$ cat config.mk
export PLATFORM = sky130hd
export DESIGN_NAME = ps2_mouse_packet_cursor_top
export DESIGN_NICKNAME = d
export VERILOG_FILES = /design/src/rtl/core/ps2mc_pkg.sv /design/src/rtl/core/ps2mc_front.sv /design/src/rtl/core/ps2mc_queue.sv /design/src/rtl/core/ps2mc_back.sv /design/src/rtl/core/ps2_mouse_packet_cursor_top.sv
export SDC_FILE = /design/constraint.sdc
export NUM_CORES = 1
export LEC_CHECK = 0
export BUFFER_PORTS_ARGS = -buffer_cell sky130_fd_sc_hd__buf_2
export CAP_MARGIN = 20
export CORE_UTILIZATION = 52
export CTS_CLUSTER_SIZE = 30
export DETAILED_ROUTE_END_ITERATION = 7
export PLACE_DENSITY = 0.82
export SETUP_SLACK_MARGIN = 0.3
export SYNTH_ARGS = -nofsm -noshare
export SYNTH_HDL_FRONTEND = slang
export SYNTH_HIERARCHICAL = 1
export SYNTH_SLANG_ARGS = --single-unit
$ cat constraint.sdc
create_clock -name clk_i -period 5.5 [get_ports clk_i]
set_input_delay 0.55 -clock clk_i [delete_from_list [all_inputs] [get_ports clk_i]]
set_output_delay 0.55 -clock clk_i [all_outputs]
set_load 0.01 [all_outputs]
$ cat src/rtl/core/ps2mc_pkg.sv
package ps2mc_pkg;

  // register reset values and cursor home position
  localparam logic [7:0] MaxColReset = 8'd79;
  localparam logic [7:0] MaxRowReset = 8'd24;
  localparam logic [7:0] ColHome     = 8'd40;
  localparam logic [7:0] RowHome     = 8'd12;

  // header sync bit and left button bit
  localparam int unsigned SyncBit = 3;
  localparam int unsigned LeftBit = 0;

  // register indexes on the apb port
  localparam logic RegMaxCol = 1'b0;
  localparam logic RegMaxRow = 1'b1;

  // event kinds
  localparam logic EvMove  = 1'b0;
  localparam logic EvClick = 1'b1;

  // queue depth
  localparam int unsigned QDepth = 2;
  localparam int unsigned QPtrW  = $clog2(QDepth);
  localparam int unsigned QCntW  = $clog2(QDepth + 1);

  typedef enum logic [1:0] {
    PH_HEAD = 2'd0,
    PH_DX   = 2'd1,
    PH_DY   = 2'd2
  } phase_e;

  // one finished packet that produces at least one item
  typedef struct packed {
    logic       moved;
    logic       click;
    logic [7:0] col;
    logic [7:0] row;
  } ev_t;

endpackage

$ cat src/rtl/core/ps2mc_front.sv
module ps2mc_front
  import ps2mc_pkg::*;
(
  input  logic       clk_i,
  input  logic       rst_ni,
  input  logic       in_valid_i,
  output logic       in_ready_o,
  input  logic [7:0] data_byte_i,
  input  logic       aux_valid_i,
  input  logic [7:0] max_col_i,
  input  logic [7:0] max_row_i,
  input  logic       q_full_i,
  output logic       push_o,
  output ev_t        push_ev_o
);

  phase_e      phase_q, phase_d;
  logic [7:0]  header_q, header_d;
  logic [7:0]  dx_q, dx_d;
  logic [7:0]  col_q, col_d;
  logic [7:0]  row_q, row_d;
  logic        btn_q, btn_d;

  logic              take;
  logic signed [8:0] dx_bias, dy_bias;
  logic signed [8:0] dx_half, dy_quart;
  logic signed [9:0] col_sum, row_sum;
  logic [7:0]        new_col, new_row;
  logic              moved, click;

  assign in_ready_o = !q_full_i;
  assign take       = in_valid_i && in_ready_o && aux_valid_i;

  // truncating divides: bias negative values before the arithmetic shift
  assign dx_bias  = $signed({dx_q[7], dx_q}) + $signed({8'b0, dx_q[7]});
  assign dy_bias  = $signed({data_byte_i[7], data_byte_i})
                  + $signed({7'b0, {2{data_byte_i[7]}}});
  assign dx_half  = dx_bias >>> 1;
  assign dy_quart = dy_bias >>> 2;

  assign col_sum = $signed({2'b00, col_q}) + $signed({dx_half[8], dx_half});
  assign row_sum = $signed({2'b00, row_q}) - $signed({dy_quart[8], dy_quart});

  // clamp to 0..max
  always_comb begin
    if (col_sum[9]) begin
      new_col = 8'd0;
    end else if (col_sum[8:0] > {1'b0, max_col_i}) begin
      new_col = max_col_i;
    end else begin
      new_col = col_sum[7:0];
    end
    if (row_sum[9]) begin
      new_row = 8'd0;
    end else if (row_sum[8:0] > {1'b0, max_row_i}) begin
      new_row = max_row_i;
    end else begin
      new_row = row_sum[7:0];
    end
  end

  assign moved = (new_col != col_q) || (new_row != row_q);
  assign click = header_q[LeftBit] && !btn_q;

  // packet assembly and cursor update
  always_comb begin
    phase_d   = phase_q;
    header_d  = header_q;
    dx_d      = dx_q;
    col_d     = col_q;
    row_d     = row_q;
    btn_d     = btn_q;
    push_o    = 1'b0;
    push_ev_o = '{moved: moved, click: click, col: new_col, row: new_row};
    if (take) begin
      case (phase_q)
        PH_DX: begin
          dx_d    = data_byte_i;
          phase_d = PH_DY;
        end
        PH_DY: begin
          phase_d = PH_HEAD;
          col_d   = new_col;
          row_d   = new_row;
          btn_d   = header_q[LeftBit];
          push_o  = moved || click;
        end
        default: begin
          // header search, bytes without the sync bit are dropped
          if (data_byte_i[SyncBit]) begin
            header_d = data_byte_i;
            phase_d  = PH_DX;
          end else begin
            phase_d  = PH_HEAD;
          end
        end
      endcase
    end
  end

  always_ff @(posedge clk_i or negedge rst_ni) begin
    if (!rst_ni) begin
      phase_q <= PH_HEAD;
      col_q   <= ColHome;
      row_q   <= RowHome;
      btn_q   <= 1'b0;
    end else begin
      phase_q <= phase_d;
      col_q   <= col_d;
      row_q   <= row_d;
      btn_q   <= btn_d;
    end
  end

  // packet bytes need no reset
  always_ff @(posedge clk_i) begin
    header_q <= header_d;
    dx_q     <= dx_d;
  end

endmodule

$ cat src/rtl/core/ps2mc_queue.sv
module ps2mc_queue
  import ps2mc_pkg::*;
(
  input  logic clk_i,
  input  logic rst_ni,
  input  logic push_i,
  input  ev_t  push_ev_i,
  output logic full_o,
  output logic empty_o,
  input  logic pop_i,
  output ev_t  pop_ev_o
);

  ev_t               mem_q [QDepth];
  logic [QPtrW-1:0]  wr_q, wr_d;
  logic [QPtrW-1:0]  rd_q, rd_d;
  logic [QCntW-1:0]  cnt_q, cnt_d;
  logic              do_push, do_pop;

  assign full_o   = (cnt_q == QCntW'(QDepth));
  assign empty_o  = (cnt_q == '0);
  assign do_push  = push_i && !full_o;
  assign do_pop   = pop_i && !empty_o;
  assign pop_ev_o = mem_q[rd_q];

  // pointer and fill count
  always_comb begin
    wr_d  = do_push ? QPtrW'(wr_q + 1'b1) : wr_q;
    rd_d  = do_pop ? QPtrW'(rd_q + 1'b1) : rd_q;
    cnt_d = cnt_q;
    if (do_push && !do_pop) begin
      cnt_d = QCntW'(cnt_q + 1'b1);
    end else if (do_pop && !do_push) begin
      cnt_d = QCntW'(cnt_q - 1'b1);
    end
  end

  always_ff @(posedge clk_i or negedge rst_ni) begin
    if (!rst_ni) begin
      wr_q  <= '0;
      rd_q  <= '0;
      cnt_q <= '0;
    end else begin
      wr_q  <= wr_d;
      rd_q  <= rd_d;
      cnt_q <= cnt_d;
    end
  end

  // entry storage
  always_ff @(posedge clk_i) begin
    if (do_push) begin
      mem_q[wr_q] <= push_ev_i;
    end
  end

endmodule

$ cat src/rtl/core/ps2mc_back.sv
module ps2mc_back
  import ps2mc_pkg::*;
(
  input  logic        clk_i,
  input  logic        rst_ni,
  input  logic        q_empty_i,
  input  ev_t         q_ev_i,
  output logic        pop_o,
  output logic        out_valid_o,
  input  logic        out_ready_i,
  output logic        kind_o,
  output logic [7:0]  col_o,
  output logic [7:0]  row_o,
  output logic        last_o
);

  logic        vld_q, vld_d;
  logic        pend_q, pend_d;
  logic        kind_q, kind_d;
  logic [7:0]  col_q, col_d;
  logic [7:0]  row_q, row_d;
  logic        last_q, last_d;
  logic        free;

  assign free = !vld_q || out_ready_i;

  // output register load: pending click first, else next queue entry
  always_comb begin
    vld_d  = vld_q;
    pend_d = pend_q;
    kind_d = kind_q;
    col_d  = col_q;
    row_d  = row_q;
    last_d = last_q;
    pop_o  = 1'b0;
    if (free) begin
      if (pend_q) begin
        vld_d  = 1'b1;
        pend_d = 1'b0;
        kind_d = EvClick;
        last_d = 1'b1;
      end else if (!q_empty_i) begin
        pop_o  = 1'b1;
        vld_d  = 1'b1;
        col_d  = q_ev_i.col;
        row_d  = q_ev_i.row;
        if (q_ev_i.moved) begin
          kind_d = EvMove;
          last_d = !q_ev_i.click;
          pend_d = q_ev_i.click;
        end else begin
          kind_d = EvClick;
          last_d = 1'b1;
        end
      end else begin
        vld_d = 1'b0;
      end
    end
  end

  always_ff @(posedge clk_i or negedge rst_ni) begin
    if (!rst_ni) begin
      vld_q  <= 1'b0;
      pend_q <= 1'b0;
    end else begin
      vld_q  <= vld_d;
      pend_q <= pend_d;
    end
  end

  always_ff @(posedge clk_i) begin
    kind_q <= kind_d;
    col_q  <= col_d;
    row_q  <= row_d;
    last_q <= last_d;
  end

  assign out_valid_o = vld_q;
  assign kind_o      = kind_q;
  assign col_o       = col_q;
  assign row_o       = row_q;
  assign last_o      = last_q;

endmodule

$ cat src/rtl/core/ps2_mouse_packet_cursor_top.sv
// ps2 mouse packet decoder driving a text cursor
// input stream: one mouse port byte per item, tuser flags aux (mouse) data;
//   bytes without the flag are dropped, packets resync on header bit 3
// output stream: cursor events, tuser = kind (0 move, 1 left click),
//   tdata = {row, col}, tlast marks the final event of a packet
// apb port: max_col 0x0, max_row 0x4; user writes only while idle (unchecked)
// throughput: one byte per cycle while the queue is not full; a packet
//   with a move and a click gives two events, drained from a two entry queue
// event path: the queue is written at the edge that accepts the third byte of
//   a packet; the output register loads from the queue once it is free, and
//   the first event is offered to the receiver from that register
// reset: cursor at column 40 row 12, limits 79 and 24, button released,
//   packet search restarts, queue and output empty
// receiver stall: the output register holds; the queue absorbs two packet
//   results, then s_axis_tready drops until an entry leaves the queue
module ps2_mouse_packet_cursor_top
  import ps2mc_pkg::*;
(
  input  logic        clk_i,
  input  logic        rst_ni,
  input  logic        s_axis_tvalid,
  output logic        s_axis_tready,
  input  logic [7:0]  s_axis_tdata,   // [7:0] data_byte
  input  logic        s_axis_tuser,   // [0] aux_valid
  output logic        m_axis_tvalid,
  input  logic        m_axis_tready,
  output logic [15:0] m_axis_tdata,   // [7:0] cursor_col, [15:8] cursor_row
  output logic        m_axis_tuser,   // [0] event_kind
  output logic        m_axis_tlast,
  input  logic        psel,
  input  logic        penable,
  input  logic        pwrite,
  input  logic [2:0]  paddr,
  input  logic [31:0] pwdata,
  output logic [31:0] prdata,
  output logic        pready
);

  logic [7:0] max_col_q, max_row_q;
  logic       cfg_wr;
  logic       push, pop, q_full, q_empty;
  ev_t        push_ev, pop_ev;
  logic [7:0] out_col, out_row;

  // configuration registers
  assign pready = 1'b1;
  assign cfg_wr = psel && penable && pwrite && pready;

  always_ff @(posedge clk_i or negedge rst_ni) begin
    if (!rst_ni) begin
      max_col_q <= MaxColReset;
      max_row_q <= MaxRowReset;
    end else if (cfg_wr) begin
      case (paddr[2])
        RegMaxCol: max_col_q <= pwdata[7:0];
        RegMaxRow: max_row_q <= pwdata[7:0];
        default:   max_col_q <= max_col_q;
      endcase
    end
  end

  always_comb begin
    case (paddr[2])
      RegMaxCol: prdata = {24'b0, max_col_q};
      RegMaxRow: prdata = {24'b0, max_row_q};
      default:   prdata = '0;
    endcase
  end

  ps2mc_front u_front (
    .clk_i       (clk_i),
    .rst_ni      (rst_ni),
    .in_valid_i  (s_axis_tvalid),
    .in_ready_o  (s_axis_tready),
    .data_byte_i (s_axis_tdata),
    .aux_valid_i (s_axis_tuser),
    .max_col_i   (max_col_q),
    .max_row_i   (max_row_q),
    .q_full_i    (q_full),
    .push_o      (push),
    .push_ev_o   (push_ev)
  );

  ps2mc_queue u_queue (
    .clk_i     (clk_i),
    .rst_ni    (rst_ni),
    .push_i    (push),
    .push_ev_i (push_ev),
    .full_o    (q_full),
    .empty_o   (q_empty),
    .pop_i     (pop),
    .pop_ev_o  (pop_ev)
  );

  ps2mc_back u_back (
    .clk_i       (clk_i),
    .rst_ni      (rst_ni),
    .q_empty_i   (q_empty),
    .q_ev_i      (pop_ev),
    .pop_o       (pop),
    .out_valid_o (m_axis_tvalid),
    .out_ready_i (m_axis_tready),
    .kind_o      (m_axis_tuser),
    .col_o       (out_col),
    .row_o       (out_row),
    .last_o      (m_axis_tlast)
  );

  assign m_axis_tdata = {out_row, out_col};

endmodule

== Yosys cells after proc, flatten, opt, wreduce, memory -nomap -nowiden ==
Memory sizes are Yosys's and may differ from the RTL's.
Index checks and enable logic that the tools add are counted.

* Memory bits (writable): 36
* Memory bits (read-only): 0
* Register bits: 68
* Output and inout bits: 53
* Latch bits: 0
* Memories: 1

* Reductions and logical operators: 29
* Magnitude comparators: 2
* Equal/unequal tests: 6
* Shifts and indexed selects: 0
* Div/mod/pow operators: 0
* Muxes and demuxes: 24
* Multiply operators: 0
* Bitwise logic cells: 4
* $add $sub $neg: 8

{| class="wikitable"
|+ Memory list
! memory !! depth !! width !! read ports !! clocked after memory_dff !! wr ports !! RTL line !! source
|-
| u_queue.mem_q || 2 || 18 || 1 || 0 || 1 || ps2mc_queue.sv:14 || <nowiki>ev_t mem_q [QDepth];</nowiki>
|}

{| class="wikitable"
|+ Operators by type and width
! cell !! count
|-
| $pmux 32 s2 || 1
|-
| $mux 8 || 4
|-
| $gt 9x8->1 || 2
|-
| $mux 1 || 16
|-
| $ne 8x8->1 || 2
|-
| $add 9x8->10 || 1
|-
| $reduce_and 2->1 || 5
|-
| $sub 9x7->10 || 1
|-
| $add 8x2->9 || 1
|-
| $add 8x3->9 || 1
|-
| $logic_and 1x1->1 || 9
|-
| $logic_not 1->1 || 7
|-
| $reduce_and 3->1 || 2
|-
| $eq 2x2->1 const B || 2
|-
| $mux 2 || 2
|-
| $not 1->1 || 4
|-
| $pmux 2 s2 || 1
|-
| $logic_or 1x1->1 || 3
|-
| $add 1x1->1 const B || 2
|-
| $add 2x1->2 const B || 1
|-
| $eq 2x1->1 const B || 1
|-
| $logic_not 2->1 || 1
|-
| $ne 2x2->1 const B || 1
|-
| $reduce_bool 2->1 || 1
|-
| other kinds (2) || 2
|}

== Longest topological paths before layout ==
* Depth after elaboration: 15
* Gate-level depth with buffers: 29
* Depth with buffers taken out: 28

== Modules after synthesis ==
Netlist, hierarchy kept.

{| class="wikitable"
|+ Modules (own cells, without submodules)
! module !! instances !! area an instance (µm²) !! cells each
|-
| ps2mc_front || 1 || 3484.6 || 412
|-
| ps2mc_queue || 1 || 1545.2 || 75
|-
| ps2_mouse_packet_cursor_top || 1 || 930.9 || 70
|-
| ps2mc_back || 1 || 664.4 || 29
|}

== Worst setup path before layout ==
Ideal clock, no wire load.

* Path type: reg-to-reg
* From: register u_front.dx_q[7]
* To: memory u_queue/mem_q[0][0] in the netlist's numbering (enable)
* Clock period less this slack: 6.091 ns
* Path buffers: 0
* Data arrival time: 5.699 ns
* Setup time: 0.392 ns
* Cell stages (with the launch flop): 21
* Slack: -0.591 ns
* Cell sequence: edfxtp_1 -> and2_1 -> ha_1 -> ha_1 -> fa_1 -> a21oi_1 -> nor3_1 -> or4b_2 -> ha_1 -> a21o_1 -> a221oi_1 -> a21oi_1 -> a2bb2oi_2 -> mux2_4 -> and2_1 -> a311oi_1 -> a2111oi_2 -> nand4b_1 -> o21ba_1 -> nand2_1 -> nor2_1

{| class="wikitable"
|+ RTL lines
! what !! RTL line !! source
|-
| start: declaration || ps2mc_front.sv:19 || <nowiki>logic [7:0] dx_q, dx_d;</nowiki>
|-
| start signal: assignment || ps2mc_front.sv:118 || <nowiki>dx_q <= dx_d;</nowiki>
|-
| end: declaration || ps2mc_queue.sv:14 ||
|}

==> qor.csv <==
metric,value,unit
status,finished with violations,
violations,setup timing,
ant_nets,0,
synth_top_area_share,28.6,%
ys_ff_latch,104,
crit_buf_inv,3,
routedWlPerCell,17.9,um
clkTransAtPathRegs,0.07,ns
routed_wl,16100,um
port_buffers,52,
grt_pass1_wl,25000,um
slew_violations,0,
antenna_found_initial,0,
drive_gt1_share,41.5,%
worst-slew-pin-transition,1.02,ns
grt_usage,25.1,%
cts_made_buffers,9,
cp_max_fo,5,
insertion_delay,0.35,ns
p_total,5.15,mW
synth.most_common_cell,edfxtp_1,
cts_tree,done,
worst_slew_margin_rel,32.1,%
postCtsHoldBufs,0,
max_freq,179,MHz
cp.arrival,5.84,ns
first_pass_iters,5,
synth_edf_count,63,
gp_congestion,0.974,
cts-root-buf,clkbuf_16,
num_vias,5093,
crit_top_cell,ha_4,
die_w,115,um
crit_family,compound AO/OA/AOI/OAI gates,
postSynthCellCount,586,
initial_utilization,54.3,%
via_per_inst,5.65,
drv_cap,0,
hold_viol_final,0,
die_h,115,um
cp_slowest_cell,or4b_4,
period_share,102,%
syn_area_per_cell,11.3,sq um
setup_ws,-0.100,ns
synth_area_leaders,"edfxtp_1 29%, dfrtp_1 11%, ha_1 7.4%",
route.detailed.drc,0,
rsz0062_at_grt,yes,
nets,820,
syn_to_final_growth,26.1,%
syn_area,6630,sq um
dieArea,13200,sq um
overflow,0,
cp-start-kind,register,
cts_max_path_buffers,2,
setup.worst_path.end_class,register,
vdd_drop_max,0.359,mV
grt_pass1_vias,4973,
pre_cts_ws,-0.384,ns
synth_common_cells,"63 x edfxtp_1, 41 x inv_1, 39 x ha_1",
cp_slowest_stage_delay,0.58,ns
min_period,5.60,ns
min_path_type,input port to async pin,
clock_skew,0.0119,ns
synth_cell_types,89,
n_antenna_cell,0,
powerDensity,616,nW/um^2
rows,40,
io_pins,104,
core,12200,sq um
cts.sinks,104,
htreeDepth,3,
crit_required,5.74,ns
p_leak,3.59,nW
dpl.hpwl,12000,um
yosysWarnings,6,
crit_type,register to register,
finalSetupViolCount,28,
first_iter_violations,339,
synth_area_leader_cell,edfxtp_1,
async_flop_share,39.4,%
synthFlopType,edfxtp_1,
grt_max_degree,42,
ys_seq_area_share,44.2,%
[power by group]
group | switching (mW) | internal, mW
sequential | 0.207 | 1.11
clock | 0.286 | 0.327
combinational | 1.60 | 1.62
[metal layers]
layer / global-route usage, % / vias up / share of wire (%)
met5: 0 / - / 0
met4: 10.6 / 0 / 3.3
met3: 4.27 / 35 / 4.3
met2: 41.7 / 158 / 49
met1: 32.4 / 2489 / 44
li1: - / 2411 / -
[what timing repair did]
item	4_1_cts	5_1_grt
hold endpoints to repair	0	0
resized for setup	17	27
gates cloned	1	2
buffers inserted	10	4
pin swaps	39	11
setup endpoints to repair	41	41
[cell type report]
cell class | count | area (sq um)
timing repair buffer | 146 | 1040
multi-input combinational | 425 | 3720
sequential | 104 | 2930
inverter | 42 | 160
clock buffer | 11 | 243
fill | 940 | 3860
clock inverter | 5 | 46.3
tap | 168 | 210
[through the flow]
step / std cells / TNS, ns / hold WS, ns / area, sq um / utilization (%)
floorplan: 609 / 0 / 0.254 / 6910 / -
global placement: 867 / -8.05 / 0.488 / 7660 / 62.8
detailed placement: 867 / -12.33 / 0.504 / 7660 / 62.8
CTS: 894 / -0.0452 / 0.372 / 8170 / 66.9
global route: 901 / -7.41 / 0.378 / 8350 / 68.4
finish: 901 / -0.855 / 0.364 / 8350 / 68.4
[logic make-up (layout without fill, tap and decap cells)]
logic type | Yosys count | in the layout | share of synthesized area (%)
AND/OR/NAND/NOR | 144 | 146 | 12.0
buffers and inverters | 82 | 204 | 7.10
adder cells (fa/ha/maj) | 41 | 41 | 7.97
other | 2 | 25 | 0.113
XOR/XNOR | 29 | 29 | 3.83
flip-flops | 104 | 104 | 44.2
multiplexers | 54 | 54 | 9.65
AO/OA/AOI/OAI | 130 | 130 | 15.1
[state kept, by name, summed over array words and instances (netlist names), 2 cells and up]
signal / flops
u_front/dx_q: 8
u_back/col_o: 8
u_front/phase_q: 2
u_back/row_o: 8
max_col_q: 8
u_queue/mem_q: 36
max_row_q: 8
u_queue/cnt_q: 2
u_front/col_q: 8
u_front/row_q: 8
[placed cells by master, fill, tap and decap left out, types with 4 or more instances in the layout]
cell,count
nand2b_1,7
a21o_1,6
o21ai_1,5
xnor2_1,10
a21oi_2,6
xnor2_2,4
nand2_1,31
clkbuf_16,9
buf_2,50
dfstp_2,11
buf_4,87
conb_1,25
buf_6,6
edfxtp_1,63
xor2_1,14
o221ai_1,4
dfrtp_1,30
nor3_1,6
nor2_1,34
a211o_1,4
mux2_2,37
mux2_4,10
inv_1,39
nand3_1,9
ha_1,32
ha_4,5
o31ai_1,6
a21oi_1,19
nand4_1,6
o21a_1,6
o21ai_0,13
o211ai_1,5
[path summary, 6_finish.rpt]
| kind | from | to | slack [ns] | depth (start not counted) |
|---|---|---|---|---|
| hold / removal | rst_ni | u_front/phase_q[0] | 0.36 | 1 |
| min in group clk_i | s_axis_tdata[1] | u_front/dx_q[1] | 0.38 | 1 |
| setup / recovery | u_front/dx_q[0] | u_queue/cnt_q[1] | -0.10 | 26 |
| hold reg to reg | u_front/row_q[2] | u_front/row_q[2] | 0.53 | 2 |
| setup reg to reg | u_front/dx_q[0] | u_queue/cnt_q[1] | -0.10 | 26 |
| max in group asynchronous | rst_ni | max_row_q[5] | 4.49 | 1 |
(Power assumes the default switching activity.)
